File: src/rtl/cdw_pkg.sv
// ----------------------------------------------------------------------------
// cdw_pkg
// Shared types, constants and calendar tables for the date check pipeline.
// ----------------------------------------------------------------------------
package cdw_pkg;

  // field widths
  localparam int YearW   = 14;
  localparam int MonthW  = 4;
  localparam int DayW    = 5;
  localparam int HourW   = 5;
  localparam int MinuteW = 6;
  localparam int SecondW = 6;
  localparam int MsecW   = 10;
  localparam int DoyW    = 9;
  localparam int WdayW   = 3;

  // divide by 100 through a reciprocal: q = (v * RecipDiv100) >> RecipShift
  // exact for every v below 2**YearW
  localparam int RecipW     = 13;
  localparam int RecipShift = 19;
  localparam int ProdW      = YearW + RecipW;
  localparam int QuotW      = ProdW - RecipShift;
  localparam logic [RecipW-1:0] RecipDiv100 = RecipW'(5243);
  localparam logic [6:0]        Hundred     = 7'd100;

  // running day count width before the modulo by seven
  localparam int SumW = 15;

  // range limits
  localparam logic [YearW-1:0]   EpochYear  = YearW'(1700);
  localparam logic [MsecW-1:0]   MsecLimit  = MsecW'(1000);
  localparam logic [SecondW-1:0] SecLimit   = SecondW'(60);
  localparam logic [MinuteW-1:0] MinLimit   = MinuteW'(60);
  localparam logic [HourW-1:0]   HourLimit  = HourW'(24);
  localparam logic [MonthW-1:0]  MonthFirst = MonthW'(1);
  localparam logic [MonthW-1:0]  MonthFeb   = MonthW'(2);
  localparam logic [MonthW-1:0]  MonthLast  = MonthW'(12);
  localparam logic [DayW-1:0]    FebLeapLen = DayW'(29);
  localparam logic [WdayW-1:0]   WeekLen    = WdayW'(7);

  // stage 1 to stage 2 word
  typedef struct packed {
    logic [YearW-1:0]  year;
    logic [MonthW-1:0] month;
    logic [DayW-1:0]   day;
    logic              field_ok;
    logic [ProdW-1:0]  prod_year;
    logic [ProdW-1:0]  prod_prev;
    logic [YearW-1:0]  prev_year;
  } s1_t;

  // stage 2 to stage 3 word
  typedef struct packed {
    logic             date_valid;
    logic             leap_year;
    logic [DoyW-1:0]  day_of_year;
    logic             weekday_known;
    logic [SumW-1:0]  part_sum;
  } s2_t;

  // result word
  typedef struct packed {
    logic             date_valid;
    logic             leap_year;
    logic [DoyW-1:0]  day_of_year;
    logic [WdayW-1:0] weekday;
    logic             weekday_known;
  } res_t;

  // days in each month of a common year, zero for month codes with no meaning
  function automatic logic [DayW-1:0] month_len(input logic [MonthW-1:0] m);
    logic [DayW-1:0] len;
    case (m)
      4'd1:    len = 5'd31;
      4'd2:    len = 5'd28;
      4'd3:    len = 5'd31;
      4'd4:    len = 5'd30;
      4'd5:    len = 5'd31;
      4'd6:    len = 5'd30;
      4'd7:    len = 5'd31;
      4'd8:    len = 5'd31;
      4'd9:    len = 5'd30;
      4'd10:   len = 5'd31;
      4'd11:   len = 5'd30;
      4'd12:   len = 5'd31;
      default: len = 5'd0;
    endcase
    return len;
  endfunction

  // days before the first of each month in a common year
  function automatic logic [DoyW-1:0] days_before(input logic [MonthW-1:0] m);
    logic [DoyW-1:0] d;
    case (m)
      4'd1:    d = 9'd0;
      4'd2:    d = 9'd31;
      4'd3:    d = 9'd59;
      4'd4:    d = 9'd90;
      4'd5:    d = 9'd120;
      4'd6:    d = 9'd151;
      4'd7:    d = 9'd181;
      4'd8:    d = 9'd212;
      4'd9:    d = 9'd243;
      4'd10:   d = 9'd273;
      4'd11:   d = 9'd304;
      4'd12:   d = 9'd334;
      default: d = 9'd0;
    endcase
    return d;
  endfunction

endpackage

File: src/rtl/cdw_field_stage.sv
// ----------------------------------------------------------------------------
// cdw_field_stage
// First stage: range checks on the raw fields and the divide-by-100 products.
// ----------------------------------------------------------------------------
module cdw_field_stage (
  input  logic                        clk,
  input  logic                        rst,
  input  logic                        en,
  input  logic                        in_valid,
  input  logic [cdw_pkg::YearW-1:0]   year,
  input  logic [cdw_pkg::MonthW-1:0]  month,
  input  logic [cdw_pkg::DayW-1:0]    day,
  input  logic [cdw_pkg::HourW-1:0]   hour,
  input  logic [cdw_pkg::MinuteW-1:0] minute,
  input  logic [cdw_pkg::SecondW-1:0] second,
  input  logic [cdw_pkg::MsecW-1:0]   millisecond,
  output logic                        s1_valid,
  output cdw_pkg::s1_t                s1
);

  cdw_pkg::s1_t s1_next;
  logic [cdw_pkg::YearW-1:0] prev_year;

  // field ranges, reciprocal products for year and year minus one
  always_comb begin
    prev_year          = year - cdw_pkg::YearW'(1);
    s1_next.year       = year;
    s1_next.month      = month;
    s1_next.day        = day;
    s1_next.prev_year  = prev_year;
    s1_next.field_ok   = (millisecond < cdw_pkg::MsecLimit) &&
                         (second < cdw_pkg::SecLimit) &&
                         (minute < cdw_pkg::MinLimit) &&
                         (hour < cdw_pkg::HourLimit) &&
                         (month >= cdw_pkg::MonthFirst) &&
                         (month <= cdw_pkg::MonthLast) &&
                         (day != '0);
    s1_next.prod_year  = cdw_pkg::ProdW'(year) * cdw_pkg::ProdW'(cdw_pkg::RecipDiv100);
    s1_next.prod_prev  = cdw_pkg::ProdW'(prev_year) *
                         cdw_pkg::ProdW'(cdw_pkg::RecipDiv100);
  end

  // valid bit
  always_ff @(posedge clk) begin
    if (rst) begin
      s1_valid <= 1'b0;
    end else if (en) begin
      s1_valid <= in_valid;
    end
  end

  // word register
  always_ff @(posedge clk) begin
    if (en) begin
      s1 <= s1_next;
    end
  end

endmodule

File: src/rtl/cdw_calendar_stage.sv
// ----------------------------------------------------------------------------
// cdw_calendar_stage
// Second stage: leap year, month length check, day of year and the year part
// of the day count.
// ----------------------------------------------------------------------------
module cdw_calendar_stage (
  input  logic         clk,
  input  logic         rst,
  input  logic         en,
  input  logic         s1_valid,
  input  cdw_pkg::s1_t s1,
  output logic         s2_valid,
  output cdw_pkg::s2_t s2
);

  cdw_pkg::s2_t s2_next;
  logic [cdw_pkg::QuotW-1:0] cent;
  logic [cdw_pkg::QuotW-1:0] cent_prev;
  logic [cdw_pkg::YearW-1:0] cent_x100;
  logic                      leap;
  logic [cdw_pkg::DayW-1:0]  len;
  logic                      valid;
  logic [cdw_pkg::DoyW-1:0]  doy;

  always_comb begin
    // year / 100 and (year - 1) / 100
    cent      = s1.prod_year[cdw_pkg::ProdW-1:cdw_pkg::RecipShift];
    cent_prev = s1.prod_prev[cdw_pkg::ProdW-1:cdw_pkg::RecipShift];
    cent_x100 = cdw_pkg::YearW'(cent) * cdw_pkg::YearW'(cdw_pkg::Hundred);

    // gregorian leap rule: century years only when divisible by 400
    leap = (s1.year[1:0] == 2'b00) &&
           ((s1.year != cent_x100) || (cent[1:0] == 2'b00));

    // month length, february stretched in leap years
    len = cdw_pkg::month_len(s1.month);
    if ((s1.month == cdw_pkg::MonthFeb) && leap) begin
      len = cdw_pkg::FebLeapLen;
    end
    valid = s1.field_ok && (s1.day <= len);

    // day of year
    doy = cdw_pkg::days_before(s1.month) + cdw_pkg::DoyW'(s1.day);
    if ((s1.month > cdw_pkg::MonthFeb) && leap) begin
      doy = doy + cdw_pkg::DoyW'(1);
    end

    s2_next.date_valid    = valid;
    s2_next.leap_year     = leap;
    s2_next.day_of_year   = valid ? doy : '0;
    s2_next.weekday_known = valid && (s1.year >= cdw_pkg::EpochYear);
    // y + y/4 - y/100 + y/400 with y = year - 1, since 365 is 1 mod 7
    s2_next.part_sum      = cdw_pkg::SumW'(s1.prev_year) +
                            cdw_pkg::SumW'(s1.prev_year[cdw_pkg::YearW-1:2]) -
                            cdw_pkg::SumW'(cent_prev) +
                            cdw_pkg::SumW'(cent_prev[cdw_pkg::QuotW-1:2]);
  end

  // valid bit
  always_ff @(posedge clk) begin
    if (rst) begin
      s2_valid <= 1'b0;
    end else if (en) begin
      s2_valid <= s1_valid;
    end
  end

  // word register
  always_ff @(posedge clk) begin
    if (en) begin
      s2 <= s2_next;
    end
  end

endmodule

File: src/rtl/cdw_weekday_stage.sv
// ----------------------------------------------------------------------------
// cdw_weekday_stage
// Third stage: full day count modulo seven and the result register.
// ----------------------------------------------------------------------------
module cdw_weekday_stage (
  input  logic          clk,
  input  logic          rst,
  input  logic          en,
  input  logic          s2_valid,
  input  cdw_pkg::s2_t  s2,
  output logic          res_valid,
  output cdw_pkg::res_t res
);

  cdw_pkg::res_t res_next;
  logic [cdw_pkg::SumW-1:0]  total;
  logic [5:0]                oct_sum;
  logic [3:0]                fold;
  logic [cdw_pkg::WdayW-1:0] wday;

  always_comb begin
    // days since the monday of year one, modulo seven
    total = s2.part_sum + cdw_pkg::SumW'(s2.day_of_year) - cdw_pkg::SumW'(1);

    // 8 is 1 mod 7, so octal digits add up to the same residue
    oct_sum = 6'(total[2:0]) + 6'(total[5:3]) + 6'(total[8:6]) +
              6'(total[11:9]) + 6'(total[14:12]);
    fold    = 4'(oct_sum[2:0]) + 4'(oct_sum[5:3]);
    if (fold >= 4'(cdw_pkg::WeekLen)) begin
      wday = cdw_pkg::WdayW'(fold - 4'(cdw_pkg::WeekLen));
    end else begin
      wday = fold[cdw_pkg::WdayW-1:0];
    end

    res_next.date_valid    = s2.date_valid;
    res_next.leap_year     = s2.leap_year;
    res_next.day_of_year   = s2.day_of_year;
    res_next.weekday_known = s2.weekday_known;
    res_next.weekday       = s2.weekday_known ? wday : '0;
  end

  // valid bit
  always_ff @(posedge clk) begin
    if (rst) begin
      res_valid <= 1'b0;
    end else if (en) begin
      res_valid <= s2_valid;
    end
  end

  // result register
  always_ff @(posedge clk) begin
    if (en) begin
      res <= res_next;
    end
  end

endmodule

File: src/rtl/calendar_date_check_weekday.sv
// ----------------------------------------------------------------------------
// calendar_date_check_weekday
// Gregorian date checker: validity, leap year, day of year and weekday.
// ----------------------------------------------------------------------------
// Input channel: in_valid / in_stall with one date-time word per transfer
// (year, month, day, hour, minute, second, millisecond). Output channel:
// out_valid / out_stall with one result word per input word (date_valid,
// leap_year, day_of_year, weekday, weekday_known), in input order.
// A word moves when valid is high and stall is low at a rising edge.
// The first register stage loads at the accepting edge, and the word then
// passes through the second and third stages before out_valid rises;
// throughput is one word per cycle unless a waiting result is stalled.
// The three register stages are field checks with the divide-by-100
// products, calendar logic, and the modulo-7 weekday.
// When the receiver stalls with a result waiting, the whole pipeline holds
// and in_stall rises in the same cycle; an empty output register lets the
// pipeline keep moving even under stall. Reset (rst, synchronous, active
// high) empties every stage and holds in_stall high while asserted.
// ----------------------------------------------------------------------------
module calendar_date_check_weekday (
  input  logic                        clk,
  input  logic                        rst,
  input  logic                        in_valid,
  output logic                        in_stall,
  input  logic [cdw_pkg::YearW-1:0]   year,
  input  logic [cdw_pkg::MonthW-1:0]  month,
  input  logic [cdw_pkg::DayW-1:0]    day,
  input  logic [cdw_pkg::HourW-1:0]   hour,
  input  logic [cdw_pkg::MinuteW-1:0] minute,
  input  logic [cdw_pkg::SecondW-1:0] second,
  input  logic [cdw_pkg::MsecW-1:0]   millisecond,
  output logic                        out_valid,
  input  logic                        out_stall,
  output logic                        date_valid,
  output logic                        leap_year,
  output logic [cdw_pkg::DoyW-1:0]    day_of_year,
  output logic [cdw_pkg::WdayW-1:0]   weekday,
  output logic                        weekday_known
);

  logic          advance;
  logic          s1_valid;
  logic          s2_valid;
  cdw_pkg::s1_t  s1;
  cdw_pkg::s2_t  s2;
  cdw_pkg::res_t res;

  // pipeline moves unless a finished word is held by the receiver
  assign advance  = !out_valid || !out_stall;
  assign in_stall = rst || !advance;

  cdw_field_stage u_field (
    .clk         (clk),
    .rst         (rst),
    .en          (advance),
    .in_valid    (in_valid),
    .year        (year),
    .month       (month),
    .day         (day),
    .hour        (hour),
    .minute      (minute),
    .second      (second),
    .millisecond (millisecond),
    .s1_valid    (s1_valid),
    .s1          (s1)
  );

  cdw_calendar_stage u_calendar (
    .clk      (clk),
    .rst      (rst),
    .en       (advance),
    .s1_valid (s1_valid),
    .s1       (s1),
    .s2_valid (s2_valid),
    .s2       (s2)
  );

  cdw_weekday_stage u_weekday (
    .clk       (clk),
    .rst       (rst),
    .en        (advance),
    .s2_valid  (s2_valid),
    .s2        (s2),
    .res_valid (out_valid),
    .res       (res)
  );

  // result word onto the output ports
  assign date_valid    = res.date_valid;
  assign leap_year     = res.leap_year;
  assign day_of_year   = res.day_of_year;
  assign weekday       = res.weekday;
  assign weekday_known = res.weekday_known;

endmodule

File: config.mk
export PLATFORM = sky130hd
export DESIGN_NAME = calendar_date_check_weekday
export DESIGN_NICKNAME = d
export VERILOG_FILES = /design/src/rtl/cdw_pkg.sv /design/src/rtl/cdw_field_stage.sv /design/src/rtl/cdw_calendar_stage.sv /design/src/rtl/cdw_weekday_stage.sv /design/src/rtl/calendar_date_check_weekday.sv
export SDC_FILE = /design/constraint.sdc
export NUM_CORES = 1
export LEC_CHECK = 0
export ABC_AREA = 1
export BUFFER_PORTS_ARGS = -buffer_cell sky130_fd_sc_hd__clkbuf_2
export CORE_AREA = 4 4 173 175
export DETAILED_ROUTE_END_ITERATION = 7
export DIE_AREA = 0 0 177 179
export PLACE_DENSITY = 0.84
export SKIP_CTS_REPAIR_TIMING = 1
export SYNTH_ARGS = -nofsm -noshare
export SYNTH_HDL_FRONTEND = slang
export SYNTH_SLANG_ARGS = --single-unit
File: constraint.sdc
create_clock -name clk -period 7.19 [get_ports clk]
set_input_delay 0.3595 -clock clk [delete_from_list [all_inputs] [get_ports clk]]
set_output_delay 0.3595 -clock clk [all_outputs]
set_load 0.05 [all_outputs]
==> results.md, run 1 <==
- TritonCTS Sinks: 111
- I/O Pins: 71
- Vias in the first global route: approximately 12000
- DIE WIDTH: 177 um
- WL/cell: roughly 14 um
- CTS clk-pin slew, worst paths: 0.08 ns
- Area grow syn2layout: 7.30%
- Crit path max fanout: 8
- DRC violation total after the first TritonRoute iteration: approximately 540
- Core area: between 20000 and 30000 um^2
- PortBufs: 60
- Buffer levels on the longest clock path: 2
- Syn_area_per_cell: about 8.8 um^2
- Clock root buffer: clkbuf_16
- Num CTS Buffers: 9
- Final ANT Viol Nets: 0
- Ant diodes: 0
- Total negative setup slack: 0 ns
- Number of synthesis warnings: 0
- Gr usage total: approximately a fifth
- Slew @ Worst Pin: 0.991 ns
- Die height: approximately 180 um
- Area of the mapped netlist: 15400 um^2
- Post-Syn Instances: approximately 1700
- Vias: approximately 11000
- Synth top area share: between 20% and 30%
- Number of flops mapped to enable cells by yosys: between 90 and 100
- R2r startpoint: u_calendar.s2[17]
- Main synth FF type: edfxtp_1
- Flops & latches, synth: approximately 110
- DIE AREA: between 30000 and 40000 um^2
- Fmax: ~160 MHz
- Initial antenna violation count: 0
- CP Class: in -> reg
- FP Rows: between 60 and 70
- Slew headroom: roughly a third
- Final Slew Violations: 0
- Hold Violations, Final: 0
- Mapped Nets: around 2300
- Outcome: complete, no violations
- Vias per inst: around 5
- Dpl cell area: 16200 um^2
- Hold/Removal Path Class: in -> reg
- Initial Util: 54.2%
- RD Place Congestion: 0.894
- DRC Markers: 0
- CTS tree: built
- Layout fillers: ~2400
- NumNets Final: ~2300
- Hold Startpoint: day[0]
- Most used cell along the critical path: nand2_1
- Setup crit end kind: flip-flop
- CP max-delay cell: fa_1
- Sequential share of the synthesized area: between 20% and 30%
- Cell taking the most area after synthesis: ha_1
- Final setup fails: 0
- Critical Path RT: ~7.3 ns
- Share of layout cells above drive strength 1: roughly 5.6%
- Post-DP HPWL: 26700 um
- Data arrival, critical path: approximately 6.3 ns
- Worst setup startpoint: year[2]
- Cell area after layout: roughly 17000 um^2
- Synth top area cells: ha_1 26%, fa_1 19%, edfxtp_1 19%, inv_1 11%, nand2_1 6.6%
- FFs w/ async S/R, synth: 0%
- Clock Skews: between 0.015 and 0.02 ns
- Setup crit start kind: input port
- Global-route wire length before repair: approximately 53000 um
- H-tree lvl count: 3
- Largest net degree at the start of global routing: 59
- First-pass DRT Iterations: 5
- Grt ovf: 0
- Clk Latency, worst-skew pair: 0.37 ns
- Slowest stage delay, CP: 0.55 ns
- Unrepaired setup endpoints after global routing: false
- Crit path time final: slightly above 6 ns
- Synth cell types: between 40 and 50
- Tcrit/Tclk final: a little under nine tenths
- Max Cap Violations: 0
- Routed WL: between 30000 and 40000 um
[per-layer routing]
metal / global-route usage [%] / part of all wire [%] / vias up
met5: 0 / 0 / -
met4: 4.64 / 1.6 / 0
met3: 2.09 / 3.3 / 45
met2: 37.9 / 52 / 215
met1: 25.4 / 43 / 5358
li1: - / - / 5688
[cell usage in the layout (no fill, tap or decap), types with 5 or more instances in the layout]
cell	instances
clkbuf_2	60
o21ai_0	41
o21bai_1	5
o21a_1	5
nand2_1	273
inv_1	462
nand4_1	24
edfxtp_1	96
a21o_1	6
nand3_1	61
dfxtp_1	15
clkbuf_16	9
a31oi_1	7
nor3_1	14
fa_1	150
or2_2	7
xor2_1	52
a21oi_1	85
nor2_1	67
xnor2_1	20
ha_1	316
[logic make-up after synthesis]
group	Yosys count	share of synthesized area [%]
adders and majority gates	466	45.1
buffers and inverters	465	11.3
and+or+nand+nor	464	12.9
AOI/OAI and AO/OA	166	6.02
DFF	111	20.6
xor gates and xnor gates	72	4.09
[worst paths after layout]
| path | depth (start not counted) | end | slack, ns |
|---|---|---|---|
| max | 31 | u_field.s1[38] | 1.02 |
| min | 1 | u_field.s1[69] | 0.19 |
| max reg2reg | 25 | u_weekday.res[1] | 1.18 |
| min reg2reg | 0 | u_weekday.res[13] | 0.43 |
[worst max-delay path, delay by kind of cell]
family / cells / cell delay [ns]
and+or+nand+nor: 15 / 1.61
AOI/OAI and AO/OA: 1 / 0.12
xor gates and xnor gates: 2 / 0.30
buffers and inverters: 6 / 0.88
adders and majority gates: 7 / 2.98
[stage by stage]
stage          cells  hold WS [ns]  util [%]  setup WS [ns]
3_5_place_dp    2191         0.415      57.1          0.655
4_1_cts         2207         0.184      58.2           1.03
2_1_floorplan   1744         0.400         -           1.52
3_3_place_gp    2191         0.403      57.1          0.809
6_report        2207         0.188      58.2           1.02
5_1_grt         2207         0.180      58.2          0.620
[synth_stat cells (2+ instances only)]
cell type	number
nand3_2	2
edfxtp_1	96
xor2_1	52
nand2_2	2
nand4_1	24
fa_1	150
nor4_1	3
or2_2	7
nand2_1	273
dfxtp_1	15
o21a_1	5
o211ai_1	4
xnor2_1	20
o2111ai_1	2
nor3_1	14
o21ai_0	41
a21o_1	6
a31oi_1	7
ha_1	316
o22ai_1	2
nor2_1	67
a21oi_1	85
a211oi_1	2
o21bai_1	5
nand3b_1	4
nand3_1	61
inv_2	2
inv_1	462
nor2_2	2
o21ai_2	2
[final cells by class]
class | count | area [um^2] | share of cell area (%)
Clock buffer | 9 | 225 | 1.36
Clock inverter | 7 | 88.8 | 0.537
Inverter | 464 | 1740 | 10.5
Multi-Input combinational cell | 1168 | 10500 | 63.5
Sequential cell | 111 | 3180 | 19.2
Tap cell | 384 | 480 | 2.90
Timing Repair Buffer | 64 | 330 | 2.00
Power of run 1 is left out: the tool's default activity adds up to more than one toggle a clock period on the data nets, which glitch-free logic cannot reach.
==> run 2: changes to the inputs <==
--- a/config.mk
+++ b/config.mk
@@ -5,11 +5,10 @@
 export SDC_FILE = /design/constraint.sdc
 export NUM_CORES = 1
 export LEC_CHECK = 0
-export ABC_AREA = 1
 export BUFFER_PORTS_ARGS = -buffer_cell sky130_fd_sc_hd__clkbuf_2
-export CORE_AREA = 4 4 173 175
+export CORE_AREA = 4 4 168 170
 export DETAILED_ROUTE_END_ITERATION = 7
-export DIE_AREA = 0 0 177 179
+export DIE_AREA = 0 0 172 174
 export PLACE_DENSITY = 0.84
 export SKIP_CTS_REPAIR_TIMING = 1
 export SYNTH_ARGS = -nofsm -noshare
==> results.md, run 2 <==
- Ant diodes: 0
- Most frequent cells in the layout: 353 x inv_1, 316 x ha_1, 150 x fa_1, 96 x edfxtp_1, 62 x xnor2_1
- Most used cell along the critical path: fa_1
- R2r startpoint: u_calendar.s2[17]
- Final Slew Violations: 0
- Setup crit start kind: input port
- Buffer levels on the longest clock path: 2
- Vias in the first global route: 10400
- Hold Path End: u_field.s1_valid
- FP Rows: 60
- Crit path time final: approximately 6.7 ns
- Global-route wire length before repair: 47400 um
- Max Cap Violations: 0
- TritonCTS Sinks: roughly 110
- Top cells by count, synth: 353 x inv_1, 316 x ha_1, 150 x fa_1
- Unrepaired setup endpoints after global routing: false
- Die height: about 170 um
- Largest net degree at the start of global routing: 75
- Num CTS Buffers: 9
- Vias per inst: roughly 5.3
- Slew headroom: between 30% and 40%
- Fin Hold WS: around 0.21 ns
- Sequential share of the synthesized area: a little over a fifth
- Reg-to-reg setup timing slack: around 0.8 ns
- CP Class: in -> reg
- Area of the mapped netlist: between 10000 and 15000 um^2
- PortBufs: 60
- WL/cell: ~15 um
- Core area: 26700 um^2
- Vias: around 9800
- Fmax: 150 MHz
- Setup crit end kind: flip-flop
- Post-Syn Instances: between 1000 and 1500
- Synth cell types: 58
- Synth top area cells: ha_1 27%, fa_1 21%, edfxtp_1 20%, inv_1 9.1%, xnor2_1 3.7%
- Count leader, synth: inv_1
- Crit path max fanout: 8
- Hold Violations, Final: 0
- CTS clk-pin slew, worst paths: around 0.070 ns
- CP max-delay cell: fa_1
- Syn_area_per_cell: between 10 and 15 um^2
- Gr usage total: about a fifth
- Flops & latches, synth: 111
- Main synth FF type: edfxtp_1
- Worst Hold Depth: 2
- First-pass DRT Iterations: 5
- Critical Path RT: approximately 7.3 ns
- Clock root buffer: clkbuf_16
- Synth top area share: a little over a quarter
- Initial Util: a little over half
- FFs w/ async S/R, synth: 0%
- Initial antenna violation count: 1
- I/O Pins: 71
- Commonest non-fill, non-tap cell in the layout: inv_1
- Cell taking the most area after synthesis: ha_1
- Number of synthesis warnings: 0
- Outcome: complete, no violations
- Area grow syn2layout: 8.08%
- Hold Startpoint: rst
- Total negative setup slack: 0 ns
- Slew @ Worst Pin: just over 0.9 ns
- Share of layout cells above drive strength 1: 7.43%
- Delay-heaviest family, CP: adder cells
- Clk Latency, worst-skew pair: 0.34 ns
- Post-DP HPWL: roughly 24000 um
- Slowest stage delay, CP: 0.55 ns
- RD Place Congestion: around 0.88
- DIE WIDTH: roughly 170 um
- DIE AREA: around 30000 um^2
- Grt ovf: 0
- Final setup fails: 0
- Tcrit/Tclk final: between 90 and 100%
- Routed WL: between 20000 and 30000 um
- CTS tree: built
- Mapped Nets: about 1900
- DRC Markers: 0
- H-tree lvl count: 3
- Clock Skews: roughly 0.007 ns
- Number of flops mapped to enable cells by yosys: 96
- FF-to-FF End: u_weekday.res[2]
- Data arrival, critical path: around 6.8 ns
- NumNets Final: 2009
- Critical path buffer and inverter count: 5
- Hold/Removal Path Class: in -> reg
- DRC violation total after the first TritonRoute iteration: about 470
- R2R depth: 28
- Final ANT Viol Nets: 0
-- run 2: worst max path at each step --
stage	startpoint	end	cells past startpoint
final	year[1]	u_field.s1[40]	27
after global routing	year[1]	u_field.s1[40]	27
after CTS	year[1]	u_field.s1[40]	27
after detailed placement	year[1]	u_field.s1[40]	27
after global placement	year[1]	u_field.s1[40]	27
after floorplan	year[1]	u_field.s1[40]	25
-- run 2: cell type report --
| class | instances | area (um^2) |
|---|---|---|
| sequential | 111 | 3180 |
| fill | 2122 | 11100 |
| timing repair buffer | 84 | 480 |
| clock inverter | 7 | 57.6 |
| tap | 341 | 427 |
| clock buffer | 9 | 225 |
| inverter | 353 | 1330 |
| multi-input combinational | 930 | 9970 |
-- run 2: logic make-up (layout without fill, tap and decap cells) --
family	after synthesis	in the layout	synth area share, %
flops	111	111	22.0
buf+inv	358	453	9.32
compound gates	180	180	8.33
xor+xnor	84	84	5.08
fa+ha+maj	466	466	48.0
mux	10	10	0.708
simple gates	190	190	6.62
-- run 2: worst reg2reg max path: cells and delay by family, from the launching register on --
family | cells | cell delay (ns)
flip-flops | 1 | 0.35
AO/OA/AOI/OAI | 8 | 1.63
AND/OR/NAND/NOR | 3 | 0.33
adder cells (fa/ha/maj) | 8 | 2.92
buffers and inverters | 6 | 0.37
XOR/XNOR | 2 | 0.28
multiplexers | 1 | 0.28
-- run 2: metrics by stage --
| step | setup WS (ns) | utilization (%) | std cells | area [um^2] |
|---|---|---|---|---|
| 2_1_floorplan | 0.348 | - | 1399 | 14500 |
| 3_3_place_gp | 0.262 | 57.6 | 1819 | 15400 |
| 3_5_place_dp | 0.126 | 57.6 | 1819 | 15400 |
| 4_1_cts | 0.455 | 58.6 | 1835 | 15700 |
| 5_1_grt | 0.0909 | 58.6 | 1835 | 15700 |
| 6_report | 0.508 | 58.6 | 1835 | 15700 |
-- run 2: layer usage --
metal  global-route usage (%)  up-vias  part of all wire [%]
met5                        0        -                 0.047
met4                     4.26        2                   1.6
met3                     1.91       40                   3.0
met2                     34.4      170                    52
met1                     25.1     4732                    44
li1                         -     4808                     -
Power of run 2 is left out for the same reason.
==> run 3: changes to the inputs <==
--- a/config.mk
+++ b/config.mk
@@ -6,10 +6,10 @@
 export NUM_CORES = 1
 export LEC_CHECK = 0
 export BUFFER_PORTS_ARGS = -buffer_cell sky130_fd_sc_hd__clkbuf_2
-export CORE_AREA = 4 4 168 170
+export CORE_AREA = 4 4 185 187
 export DETAILED_ROUTE_END_ITERATION = 7
-export DIE_AREA = 0 0 172 174
-export PLACE_DENSITY = 0.84
+export DIE_AREA = 0 0 189 191
+export PLACE_DENSITY = 0.73
 export SKIP_CTS_REPAIR_TIMING = 1
 export SYNTH_ARGS = -nofsm -noshare
 export SYNTH_HDL_FRONTEND = slang
==> results.md, run 3 (synthesized netlist as in run 2, its figures left out) <==
- Critical Path RT: 7.29 ns
- Data arrival, critical path: just under 7 ns
- DRC Markers: 0
- CP Class: in -> reg
- TritonCTS Sinks: ~110
- Reg-to-reg setup timing slack: between 0.8 and 0.9 ns
- H-tree lvl count: 3
- Final setup fails: 0
- Hold Startpoint: day[2]
- Setup crit end kind: flip-flop
- Die height: 191 um
- Outcome: complete, no violations
- Vias: 9604
- WL/cell: 13.9 um
- Slew headroom: between 20 and 30%
- Clock root buffer: clkbuf_16
- DIE WIDTH: between 150 and 200 um
- CP max-delay cell: fa_1
- Core area: 32500 um^2
- CTS tree: built
- DR top layer: met4
- Routed WL: 26900 um
- Area grow syn2layout: 9.17%
- Most used cell along the critical path: fa_1
- Ant diodes: 0
- Total negative setup slack: 0 ns
- Slew @ Worst Pin: roughly 1.0 ns
- FP Rows: 66
- Metal1 wirelength: ~12000 um
- Clock Skews: roughly 0.0074 ns
- Grt ovf: 0
- Instance count on the critical path: 27
- DRC violation total after the first TritonRoute iteration: approximately 440
- I/O Pins: 71
- Met3 routed WL: 774 um
- Vias in the first global route: around 10000
- Crit path time final: approximately 6.7 ns
- Final ANT Viol Nets: 0
- CTS clk-pin slew, worst paths: about 0.07 ns
- Hold/Removal Path Class: in -> reg
- Delay-heaviest family, CP: adder cells
- Initial Util: between 40% and 50%
- FF-to-FF End: u_weekday.res[2]
- Max Cap Violations: 0
- Largest net degree at the start of global routing: 82
- Crit path max fanout: 8
- Tcrit/Tclk final: 93.6%
- Critical path buffer and inverter count: 5
- Post-DP HPWL: approximately 23000 um
- Slowest stage delay, CP: roughly 0.55 ns
- Share of layout cells above drive strength 1: roughly 7.3%
- Hold Path End: u_field.s1[71]
- RD Place Congestion: 0.884
- R2r startpoint: u_calendar.s2[17]
- Global-route wire length before repair: around 46000 um
- Hold Violations, Final: 0
- Metal2 WL: between 10000 and 15000 um
- NumNets Final: around 2000
- Fin Hold WS: ~0.2 ns
- Gr usage total: between 10% and 20%
- Vias per inst: about 5.0
- PortBufs: 60
- Most frequent cells in the layout: 353 x inv_1, 316 x ha_1, 150 x fa_1, 96 x edfxtp_1, 61 x xnor2_1
- Unrepaired setup endpoints after global routing: false
- Commonest non-fill, non-tap cell in the layout: inv_1
- Initial antenna violation count: 0
- R2R depth: 28
- Fmax: between 100 and 150 MHz
- DIE AREA: around 36000 um^2
- Worst Hold Depth: 1
- Num CTS Buffers: 9
- Setup crit start kind: input port
- Final Slew Violations: 0
- First-pass DRT Iterations: 4
- Buffer levels on the longest clock path: 2
- Clk Latency, worst-skew pair: roughly 0.35 ns
-- run 3: area by class of cell --
type | instances | area (um^2)
clock buffer | 11 | 233
clock inverter | 5 | 88.8
fill | 2915 | 16600
inverter | 353 | 1330
multi-input combinational | 930 | 9980
sequential | 111 | 3180
tap | 442 | 553
timing repair buffer | 82 | 465
-- run 3: metrics by stage --
step	instances	setup slack, ns	util [%]	instance area [um^2]
CTS	1934	0.372	48.7	15800
floorplan	1399	0.348	-	14500
finish	1934	0.457	48.8	15800
global placement	1918	0.171	47.7	15500
global route	1934	0.0385	48.8	15800
detailed placement	1918	0.0167	47.7	15500
-- run 3: worst max-delay path by stage --
stage,from,to
2_1_floorplan,year[1],u_field.s1[40]
6_report,year[1],u_field.s1[40]
5_1_grt,year[1],u_field.s1[40]
4_1_cts,year[1],u_field.s1[40]
3_5_place_dp,year[1],u_field.s1[40]
3_3_place_gp,year[1],u_field.s1[40]
-- run 3: metal layers --
| metal | vias to the layer above | GRT usage [%] |
|---|---|---|
| met5 | - | 0 |
| met4 | 0 | 3.48 |
| met3 | 27 | 1.72 |
| met2 | 136 | 27.7 |
| met1 | 4646 | 20.5 |
| li1 | 4795 | - |
Power of run 3 is left out for the same reason.
